--- config.mk ---
export PLATFORM = sky130hd
export DESIGN_NAME = char_lcd_nibble_interface_core
export DESIGN_NICKNAME = d
export VERILOG_FILES = /design/src/design/cln_pkg.sv /design/src/design/char_lcd_nibble_interface_core.sv /design/src/design/cln_seq.sv
export SDC_FILE = /design/constraint.sdc
export NUM_CORES = 1
export LEC_CHECK = 0
export BUFFER_PORTS_ARGS = -buffer_cell sky130_fd_sc_hd__buf_2
export CORE_MARGIN = 2
export CORE_UTILIZATION = 45
export CTS_CLUSTER_DIAMETER = 60
export DETAILED_ROUTE_END_ITERATION = 8
export GPL_ROUTABILITY_DRIVEN = 0
export PLACE_DENSITY = 0.73
export SYNTH_ARGS = -nofsm -noshare
export SYNTH_HDL_FRONTEND = slang
export SYNTH_HIERARCHICAL = 1
export SYNTH_SLANG_ARGS = --single-unit
--- constraint.sdc ---
create_clock -name clk -period 4.5 [get_ports clk]
set_input_delay 0.9 -clock clk [delete_from_list [all_inputs] [get_ports clk]]
set_output_delay 0.9 -clock clk [all_outputs]
set_load 0.01 [all_outputs]
--- src/design/cln_pkg.sv ---
// Shared types and constants for the character LCD nibble interface.
// No dependencies; imported by cln_seq and char_lcd_nibble_interface_core.
package cln_pkg;

  // Command codes carried by each input item
  typedef enum logic [1:0] {
    CMD_TICK  = 2'd0,
    CMD_WRITE = 2'd1,
    CMD_INIT  = 2'd2,
    CMD_CLEAR = 2'd3
  } cmd_t;

  // Configuration register indexes
  localparam int unsigned CfgIndexWidth = 3;
  localparam logic [CfgIndexWidth-1:0] CFG_MIRROR_PORT  = 3'd0;
  localparam logic [CfgIndexWidth-1:0] CFG_ENABLE_WIDTH = 3'd1;
  localparam logic [CfgIndexWidth-1:0] CFG_NIBBLE_GAP   = 3'd2;
  localparam logic [CfgIndexWidth-1:0] CFG_CLEAR_WAIT   = 3'd3;
  localparam logic [CfgIndexWidth-1:0] CFG_POWER_WAIT   = 3'd4;
  localparam logic [CfgIndexWidth-1:0] CFG_FIRST_GAP    = 3'd5;

  // Register reset values
  localparam logic        MIRROR_PORT_RST  = 1'b1;
  localparam logic [7:0]  ENABLE_WIDTH_RST = 8'd1;
  localparam logic [15:0] NIBBLE_GAP_RST   = 16'd100;
  localparam logic [15:0] CLEAR_WAIT_RST   = 16'd3000;
  localparam logic [15:0] POWER_WAIT_RST   = 16'd30000;
  localparam logic [15:0] FIRST_GAP_RST    = 16'd4100;

  // Sequencer steps: write, clear, and the power-on init chain
  typedef enum logic [5:0] {
    STEP_IDLE           = 6'd0,
    STEP_WRITE          = 6'd1,
    STEP_CLR_BYTE       = 6'd2,
    STEP_CLR_WAIT       = 6'd3,
    STEP_POWER          = 6'd4,
    STEP_NIB_0          = 6'd5,
    STEP_NIB_1          = 6'd6,
    STEP_NIB_2          = 6'd7,
    STEP_NIB_3          = 6'd8,
    STEP_INIT_FUNC      = 6'd9,
    STEP_INIT_OFF       = 6'd10,
    STEP_INIT_CLR_BYTE  = 6'd11,
    STEP_INIT_CLR_WAIT  = 6'd12,
    STEP_INIT_MODE      = 6'd13,
    STEP_INIT_ON        = 6'd14
  } step_t;

  // Bytes sent during init and clear
  localparam logic [7:0] BYTE_FUNC_SET  = 8'b0010_1000;
  localparam logic [7:0] BYTE_DISP_OFF  = 8'b0000_1000;
  localparam logic [7:0] BYTE_CLEAR     = 8'b0000_0001;
  localparam logic [7:0] BYTE_ENTRY     = 8'b0000_0110;
  localparam logic [7:0] BYTE_DISP_ON   = 8'b0000_1111;
  localparam logic [3:0] NIB_WAKE       = 4'h3;
  localparam logic [3:0] NIB_FOUR_BIT   = 4'h2;

  // Configuration register set
  typedef struct packed {
    logic        mirror_port;
    logic [7:0]  enable_width;
    logic [15:0] nibble_gap;
    logic [15:0] clear_wait;
    logic [15:0] power_wait;
    logic [15:0] first_gap;
  } cfg_t;

  // Input item
  typedef struct packed {
    cmd_t       cmd;
    logic [7:0] data_byte;
    logic       register_select;
  } lcd_in_t;

  // Result item
  typedef struct packed {
    logic       rs_pin;
    logic       enable_pin;
    logic [3:0] data_nibble;
    logic [3:0] port_nibble;
    logic       busy_res;
    logic       rejected;
  } lcd_out_t;

endpackage

--- src/design/char_lcd_nibble_interface_core.sv ---
// Top level of the character LCD 4-bit interface: config registers and result stage.
// Depends on cln_pkg and cln_seq.
//
// Each item (a one-microsecond tick or a write, init or clear command) gives one
// result, registered in the cycle after it is taken, so the block sustains one item per
// clock; the only hold-up is a result left waiting in the single output register.
// Results report the LCD pin levels after the item. Commands that arrive while a
// sequence is running are dropped and flagged as rejected. Write the configuration
// registers only while no sequence is running.
module char_lcd_nibble_interface_core import cln_pkg::*; (
  input  logic                     clk,
  input  logic                     rst,
  input  logic                     cmd_valid,
  output logic                     cmd_stall,
  input  lcd_in_t                  cmd_item,
  output logic                     res_valid,
  input  logic                     res_stall,
  output lcd_out_t                 res_item,
  input  logic                     cfg_we,
  input  logic [CfgIndexWidth-1:0] cfg_index,
  input  logic [15:0]              cfg_data
);

  cfg_t     cfg;
  lcd_out_t res_next;
  logic     accept;

  // Input transfer when the result stage is free or being emptied
  assign cmd_stall = res_valid && res_stall;
  assign accept    = cmd_valid && !cmd_stall;

  cln_seq u_seq (
    .clk  (clk),
    .rst  (rst),
    .go   (accept),
    .item (cmd_item),
    .cfg  (cfg),
    .res  (res_next)
  );

  // Configuration registers
  always_ff @(posedge clk) begin
    if (rst) begin
      cfg.mirror_port  <= MIRROR_PORT_RST;
      cfg.enable_width <= ENABLE_WIDTH_RST;
      cfg.nibble_gap   <= NIBBLE_GAP_RST;
      cfg.clear_wait   <= CLEAR_WAIT_RST;
      cfg.power_wait   <= POWER_WAIT_RST;
      cfg.first_gap    <= FIRST_GAP_RST;
    end else if (cfg_we) begin
      case (cfg_index)
        CFG_MIRROR_PORT:  cfg.mirror_port  <= cfg_data[0];
        CFG_ENABLE_WIDTH: cfg.enable_width <= cfg_data[7:0];
        CFG_NIBBLE_GAP:   cfg.nibble_gap   <= cfg_data;
        CFG_CLEAR_WAIT:   cfg.clear_wait   <= cfg_data;
        CFG_POWER_WAIT:   cfg.power_wait   <= cfg_data;
        CFG_FIRST_GAP:    cfg.first_gap    <= cfg_data;
        default: begin
        end
      endcase
    end
  end

  // Result stage: valid flag
  always_ff @(posedge clk) begin
    if (rst) begin
      res_valid <= 1'b0;
    end else if (!cmd_stall) begin
      res_valid <= cmd_valid;
    end
  end

  // Result stage: payload
  always_ff @(posedge clk) begin
    if (accept) begin
      res_item <= res_next;
    end
  end

endmodule

--- src/design/cln_seq.sv ---
// Sequencer for the LCD nibble interface: state registers and per-item update.
// Depends on cln_pkg.
module cln_seq import cln_pkg::*; (
  input  logic     clk,
  input  logic     rst,
  input  logic     go,
  input  lcd_in_t  item,
  input  cfg_t     cfg,
  output lcd_out_t res
);

  typedef struct packed {
    step_t       step;
    logic [15:0] wait_count;
    logic [7:0]  held_byte;
    logic        held_select;
    logic        low_phase;
    logic        rs;
    logic        en;
    logic [3:0]  nib;
  } seq_state_t;

  seq_state_t st;
  seq_state_t st_next;
  logic       rejected;

  // Enable pulse length, zero read as one
  function automatic logic [15:0] pulse_len(input cfg_t c);
    pulse_len = (c.enable_width == 8'd0) ? 16'd1 : {8'd0, c.enable_width};
  endfunction

  // Post-pulse gap, zero read as one
  function automatic logic [15:0] gap_len(input cfg_t c);
    gap_len = (c.nibble_gap == 16'd0) ? 16'd1 : c.nibble_gap;
  endfunction

  function automatic step_t next_step(input step_t s);
    case (s)
      STEP_IDLE, STEP_WRITE, STEP_CLR_WAIT, STEP_INIT_ON: next_step = STEP_IDLE;
      STEP_CLR_BYTE:      next_step = STEP_CLR_WAIT;
      STEP_POWER:         next_step = STEP_NIB_0;
      STEP_NIB_0:         next_step = STEP_NIB_1;
      STEP_NIB_1:         next_step = STEP_NIB_2;
      STEP_NIB_2:         next_step = STEP_NIB_3;
      STEP_NIB_3:         next_step = STEP_INIT_FUNC;
      STEP_INIT_FUNC:     next_step = STEP_INIT_OFF;
      STEP_INIT_OFF:      next_step = STEP_INIT_CLR_BYTE;
      STEP_INIT_CLR_BYTE: next_step = STEP_INIT_CLR_WAIT;
      STEP_INIT_CLR_WAIT: next_step = STEP_INIT_MODE;
      STEP_INIT_MODE:     next_step = STEP_INIT_ON;
      default:            next_step = STEP_IDLE;
    endcase
  endfunction

  function automatic logic [7:0] fixed_byte(input step_t s);
    case (s)
      STEP_INIT_FUNC: fixed_byte = BYTE_FUNC_SET;
      STEP_INIT_OFF:  fixed_byte = BYTE_DISP_OFF;
      STEP_INIT_MODE: fixed_byte = BYTE_ENTRY;
      STEP_INIT_ON:   fixed_byte = BYTE_DISP_ON;
      default:        fixed_byte = BYTE_CLEAR;
    endcase
  endfunction

  function automatic logic [3:0] reverse4(input logic [3:0] v);
    reverse4 = {v[0], v[1], v[2], v[3]};
  endfunction

  // Enter a step; a zero-length wait falls straight through to the following step
  function automatic seq_state_t enter_step(input seq_state_t cur, input step_t s,
                                            input cfg_t c);
    seq_state_t n;
    step_t      r;
    n = cur;
    r = s;
    if (r == STEP_POWER && c.power_wait == 16'd0) begin
      r = STEP_NIB_0;
    end else if (r == STEP_CLR_WAIT && c.clear_wait == 16'd0) begin
      r = STEP_IDLE;
    end else if (r == STEP_INIT_CLR_WAIT && c.clear_wait == 16'd0) begin
      r = STEP_INIT_MODE;
    end
    n.step = r;
    n.en   = 1'b0;
    case (r)
      STEP_POWER: begin
        n.wait_count = c.power_wait;
      end
      STEP_CLR_WAIT, STEP_INIT_CLR_WAIT: begin
        n.wait_count = c.clear_wait;
      end
      STEP_NIB_0, STEP_NIB_1, STEP_NIB_2, STEP_NIB_3: begin
        n.rs         = 1'b0;
        n.low_phase  = 1'b0;
        n.nib        = (r == STEP_NIB_3) ? NIB_FOUR_BIT : NIB_WAKE;
        n.en         = 1'b1;
        n.wait_count = pulse_len(c);
      end
      STEP_WRITE: begin
        n.low_phase  = 1'b0;
        n.rs         = n.held_select;
        n.nib        = n.held_byte[7:4];
        n.en         = 1'b1;
        n.wait_count = pulse_len(c);
      end
      STEP_CLR_BYTE, STEP_INIT_FUNC, STEP_INIT_OFF, STEP_INIT_CLR_BYTE,
      STEP_INIT_MODE, STEP_INIT_ON: begin
        n.held_select = 1'b0;
        n.held_byte   = fixed_byte(r);
        n.low_phase   = 1'b0;
        n.rs          = 1'b0;
        n.nib         = n.held_byte[7:4];
        n.en          = 1'b1;
        n.wait_count  = pulse_len(c);
      end
      default: begin
        n.step       = STEP_IDLE;
        n.wait_count = 16'd0;
      end
    endcase
    enter_step = n;
  endfunction

  // One microsecond of progress
  function automatic seq_state_t tick_step(input seq_state_t cur, input cfg_t c);
    seq_state_t  n;
    logic [15:0] w;
    n = cur;
    w = (cur.wait_count != 16'd0) ? cur.wait_count - 16'd1 : 16'd0;
    if (cur.step != STEP_IDLE) begin
      n.wait_count = w;
      if (w == 16'd0) begin
        if (cur.en) begin
          // end of enable pulse: start the gap
          n.en = 1'b0;
          if (cur.step == STEP_NIB_0) begin
            if (c.first_gap == 16'd0) begin
              n = enter_step(n, STEP_NIB_1, c);
            end else begin
              n.wait_count = c.first_gap;
            end
          end else begin
            n.wait_count = gap_len(c);
          end
        end else if (cur.step inside {STEP_WRITE, STEP_CLR_BYTE, STEP_INIT_FUNC,
                                      STEP_INIT_OFF, STEP_INIT_CLR_BYTE,
                                      STEP_INIT_MODE, STEP_INIT_ON}
                     && !cur.low_phase) begin
          // second half of a byte
          n.low_phase  = 1'b1;
          n.nib        = cur.held_byte[3:0];
          n.en         = 1'b1;
          n.wait_count = pulse_len(c);
        end else begin
          n = enter_step(n, next_step(cur.step), c);
        end
      end
    end
    tick_step = n;
  endfunction

  // Next state
  always_comb begin
    st_next  = st;
    rejected = 1'b0;
    if (go) begin
      case (item.cmd)
        CMD_TICK: begin
          st_next = tick_step(st, cfg);
        end
        CMD_WRITE, CMD_INIT, CMD_CLEAR: begin
          if (st.step != STEP_IDLE) begin
            rejected = 1'b1;
          end else if (item.cmd == CMD_WRITE) begin
            st_next             = st;
            st_next.held_byte   = item.data_byte;
            st_next.held_select = item.register_select;
            st_next             = enter_step(st_next, STEP_WRITE, cfg);
          end else if (item.cmd == CMD_INIT) begin
            st_next = enter_step(st, STEP_POWER, cfg);
          end else begin
            st_next = enter_step(st, STEP_CLR_BYTE, cfg);
          end
        end
        default: begin
          st_next = st;
        end
      endcase
    end
  end

  // Result for the item being taken
  always_comb begin
    res.rs_pin      = st_next.rs;
    res.enable_pin  = st_next.en;
    res.data_nibble = st_next.nib;
    res.port_nibble = cfg.mirror_port ? reverse4(st_next.nib) : st_next.nib;
    res.busy_res    = (st_next.step != STEP_IDLE);
    res.rejected    = rejected;
  end

  always_ff @(posedge clk) begin
    if (rst) begin
      st <= '0;
    end else begin
      st <= st_next;
    end
  end

endmodule

### After elaboration in Yosys (flattened, before gate mapping)

Memory sizes are Yosys's and may differ from the RTL's. A register that Yosys moved wholly into a read port is not among the register bits.
Index checks and enable logic that the tools add are counted.

* bits in registers: 124
* memory bits (read-only): 64
* bits of input ports: 35
* output and inout bits: 14
* logic and storage cells: 182
* memories kept: 1

Memories
* (name not given): words 16, bits a word 4, read ports 1, clocked after Yosys merged registers in 1, write ports 0, line cln_seq.sv:38 `case (s)`

* $add $sub $neg: 1
* eq/ne operators: 58
* multiplexer cells: 60
* reductions and logical operators: 41

Operators with widths (number)
* 38-bit two-way mux: 7
* 6-bit two-way mux: 26
* 6-bit by 4-bit == test with 1-bit output (second input constant): 20
* 16-bit one-hot mux with 3 select lines: 2
* 16-bit logical NOT: 5
* 16-bit two-way mux: 5
* 38-bit one-hot mux with 2 select lines: 1
* 6-bit by 3-bit == test with 1-bit output (second input constant): 10
* 6-bit one-hot mux with 4 select lines: 2
* 7-bit one-hot mux with 3 select lines: 2
* 6-bit by 2-bit == test with 1-bit output (second input constant): 6
* 14-bit OR reduction: 2
* 9-bit two-way mux: 3
* 11-bit OR reduction: 2
* 6-bit by 1-bit == test with 1-bit output (second input constant): 3
* 8-bit AND reduction: 2
* 16-bit nonzero test: 1
* 16-bit by 1-bit subtractor with 16-bit output (second input constant): 1
* 7-bit two-way mux: 2
* 2-bit AND reduction: 6
* 6-bit nonzero test: 2
* 6-bit OR reduction: 2
* 8-bit logical NOT: 1
* 4-bit two-way mux: 2
* other kinds (23): 45

### Longest topological paths before layout

* depth after elaboration: 30
* gate-level depth with buffers: 17
* gate-level depth less buffers: 15

### Hierarchy

Netlist, hierarchy kept.

By module, submodules not included
* cln_seq: times used 1, cells each 629, area an instance 4611.9 sq um, sequential area each 840.8 sq um
* char_lcd_nibble_interface_core: times used 1, cells each 299, area an instance 3415.8 sq um, sequential area each 1841.8 sq um

### Least setup slack after synthesis

OpenSTA, ideal clock, no wires.

* path type: flip-flop to flip-flop
* start point: register u_seq/st[16] (netlist bit)
* end point: register (tool-made name)
* setup time: 0.135 ns
* arrival time: 3.713 ns
* data required time: 4.365 ns
* slack: 0.652 ns
* cell stages (with the launch flop): 18
* path buffers: 2
* clock period less this slack: 3.848 ns
* path through: dfxtp_1 > inv_1 > ha_1 > or3b_1 > buf_2 > or4_4 > buf_6 > o22ai_4 > nand4bb_4 > o21ba_2 > a31o_2 > a21oi_1 > nor2_1 > inv_1 > ha_1 > nor4_1 > or2_1 > a211oi_2

RTL lines
* start, declared: line cln_seq.sv:23 `seq_state_t st;`
* start signal, assigned: line cln_seq.sv:206 `st <= st_next;`

==> flow_summary.json <==
{
  "die_area_um2": 18900,
  "end_kind": "flop",
  "syn_area_um2": 8030,
  "vias": 7470,
  "fp-row-count": 48,
  "fin_crit_ns": 4.20,
  "post-route-cell-area_um2": 8890,
  "rsz0062_at_grt": "no",
  "p_sw_uw": 1050,
  "grt-ovfl-total": 0,
  "top_usage_layer": "met2",
  "ys_seq_area_share_pct": 33.4,
  "yosys_warnings": 6,
  "synth_top_flop_cell": "dfxtp_1",
  "first_global_vias": 6926,
  "dieHeight_um": 138,
  "numPortBuffers": 48,
  "die_w_um": 138,
  "switching_share_pct": 31.5,
  "synth_area_leaders": "dfxtp_1 (29%), mux2i_1 (11%), nand2b_1 (5.5%), nor2_1 (4.9%), edfxtp_1 (4.5%)",
  "post-dp-hpwl_um": 16700,
  "fin_nets": 987,
  "clk_latency_ns": 0.42,
  "yosysTopAreaCell": "dfxtp_1",
  "power.share.clock_pct": 39.6,
  "drtIter0Drc": 1030,
  "fin_tns_setup_ns": 0,
  "routedWlPerCell_um": 19.8,
  "worstMarginPinSlew_ns": 0.944,
  "required_ns": 4.80,
  "hold_slack_ns": 0.456,
  "p_comb_share_pct": 22.7,
  "global_route.usage.met3_pct": 5.08,
  "synth_cells": 928,
  "worst_setup_path_start_kind": "flop",
  "clock-sinks": 128,
  "max_freq_mhz": 238,
  "use_met1_pct": 34.0,
  "grt_first_pass_wirelength_um": 37200,
  "synthToLayoutAreaGrowth_pct": 10.7,
  "synth_edf_count": 12,
  "num_io_pins": 49,
  "antenna_found_initial": 0,
  "crit_fanout": 8,
  "ys_ff_latch": 128,
  "cts_tree": "done",
  "layout_commonest_cell": "dfxtp_1",
  "leakage_uw": 0.00345,
  "drive_above_1_share_pct": 14.2,
  "wl_um": 23400,
  "synth_fp_nets": 973,
  "n_antenna_cell": 0,
  "synth.avg_cell_area_um2": 8.65,
  "yosysUniqueCellTypes": 89,
  "finalHoldViolations": 0,
  "coreArea_um2": 17400,
  "seq_power_share_pct": 37.6,
  "setup_violations": 0,
  "drtAntennaViolNets": 0,
  "cts-root-buf": "clkbuf_16",
  "outcome": "finished, final reports clean",
  "critPathKind": "reg -> reg",
  "clock_path_buffers": 2,
  "track_usage_pct": 25.2,
  "post-route-drc-count": 0,
  "ff2ff_setup_slack_ns": 0.30,
  "grt_max_degree": 107,
  "placed_area_um2": 8320,
  "start_util_pct": 46.3,
  "drv_cap": 0,
  "powerDensity_nw_per_um2": 376,
  "dp_cells": 1148,
  "postSynth.asyncResetShare_pct": 0,
  "min-delay-path-class": "reg -> reg",
  "internal_power_uw": 2290,
  "relSlewSlack_pct": 37.1,
  "numCtsBuffers": 17,
  "grtUsageMet2_pct": 38.8,
  "viasPerCell": 6.33,
  "ir_drop_mv": 0.312,
  "synth_top_area_share_pct": 28.9,
  "htreeDepth": 4,
  "min_period_over_period_pct": 93.3,
  "maxSlewViolCount": 0,
  "fin_skew_ns": 0.00502,
  "cts_resized": 0,
  "clk_pin_slew_ns": 0.06,
  "postCtsHoldBufs": 0,
  "final_cell_mix": "dfxtp_1 (116), nor2_1 (103), mux2i_1 (87)",
  "post-cts-setup-buffers": 0,
  "arrival_ns": 4.50,
  "instances_no_fill": 1180,
  "drt-pass1-iter-count": 7
}
## critical path, stage by stage, from the launching register on
cell and delay [ns]:
dfxtp_1 0.36, inv_1 0.09, ha_1 0.27, or3b_1 0.51, or4_4 0.62, o22ai_4 0.25, nand4bb_4 0.17, o21ba_2 0.39
a31o_2 0.18, a21oi_1 0.11, nor2_2 0.24, inv_1 0.11, ha_1 0.23, nor4_1 0.35, or2_1 0.16, a211oi_2 0.04
## stage by stage
| stage | util (%) | power, uW | setup slack [ns] |
|---|---|---|---|
| after floorplan | - | 1840 | 0.652 |
| after global placement | 48.0 | 2010 | 0.433 |
| after detailed placement | 48.0 | 2020 | 0.232 |
| after CTS | 51.2 | 3330 | 0.225 |
| after global routing | 51.2 | 3470 | 0.0507 |
| final | 51.2 | 3340 | 0.302 |
## Yosys cell counts, types with 7 or more instances
cell and n:
o22ai_1 9, a221oi_1 9, nand3_1 11, ha_1 10, nand2b_1 71, a21oi_1 49, nand2_1 33, edfxtp_1 12
nor4_1 25, o32ai_1 7, or3_1 10, and2_1 8, mux2i_1 87, a211oi_1 9, nand4_1 11, nor2b_1 12
dfxtp_1 116, buf_2 9, a31oi_1 7, nor3_1 26, nor2_1 104, a22oi_1 20, buf_4 13, a221o_1 7
clkbuf_1 40, o31a_1 8, inv_1 24, o21ai_0 37
## power groups by stage
stage,Sequential [uW],Clock (uW),Combinational (uW)
after global placement,1280,0,729
final,1260,1320,760
after global routing,1260,1390,817
after detailed placement,1280,0,735
after floorplan,1260,0,582
after CTS,1250,1330,740
## final timing paths
kind | depth (start not counted) | end | start
hold / removal | 2 | u_seq/st[36]$_SDFF_PP0_ | u_seq/st[36]$_SDFF_PP0_
setup / recovery | 15 | flop | u_seq/st[16]$_SDFFE_PP0P_
setup reg to reg | 15 | flop | u_seq/st[16]$_SDFFE_PP0P_
hold reg to reg | 2 | u_seq/st[36]$_SDFF_PP0_ | u_seq/st[36]$_SDFF_PP0_
## sequential cells by signal, indices dropped and copies added (netlist names), named ones only
signal     cells
cfg           73
res_item      12
res_valid      1
u_seq/st      38
## routing by layer
metal,up-vias,routed length [um]
li1,3488,-
met3,58,2020
met1,3487,9910
met5,-,0
met4,0,924
met2,437,10500
## final cells by class
cell class                 instances  area, um2
clock buffer                      20        457
timing repair buffer              64        375
multi-input combinational        707       4900
inverter                          24       90.1
fill                            1592       8470
clock inverter                    12        108
tap                              225        282
sequential                       128       2680
## cells by family (layout without fill, tap and decap cells)
family / count (synthesis) / after routing / synth area share [%]
buf+inv: 93 / 120 / 5.70
xor+xnor: 6 / 6 / 0.655
simple gates: 359 / 359 / 25.3
fa+ha+maj: 10 / 10 / 1.56
compound gates: 238 / 238 / 21.3
mux: 94 / 94 / 12.0
flops: 128 / 128 / 33.4
Note: power is estimated with default switching activity, not from simulation.
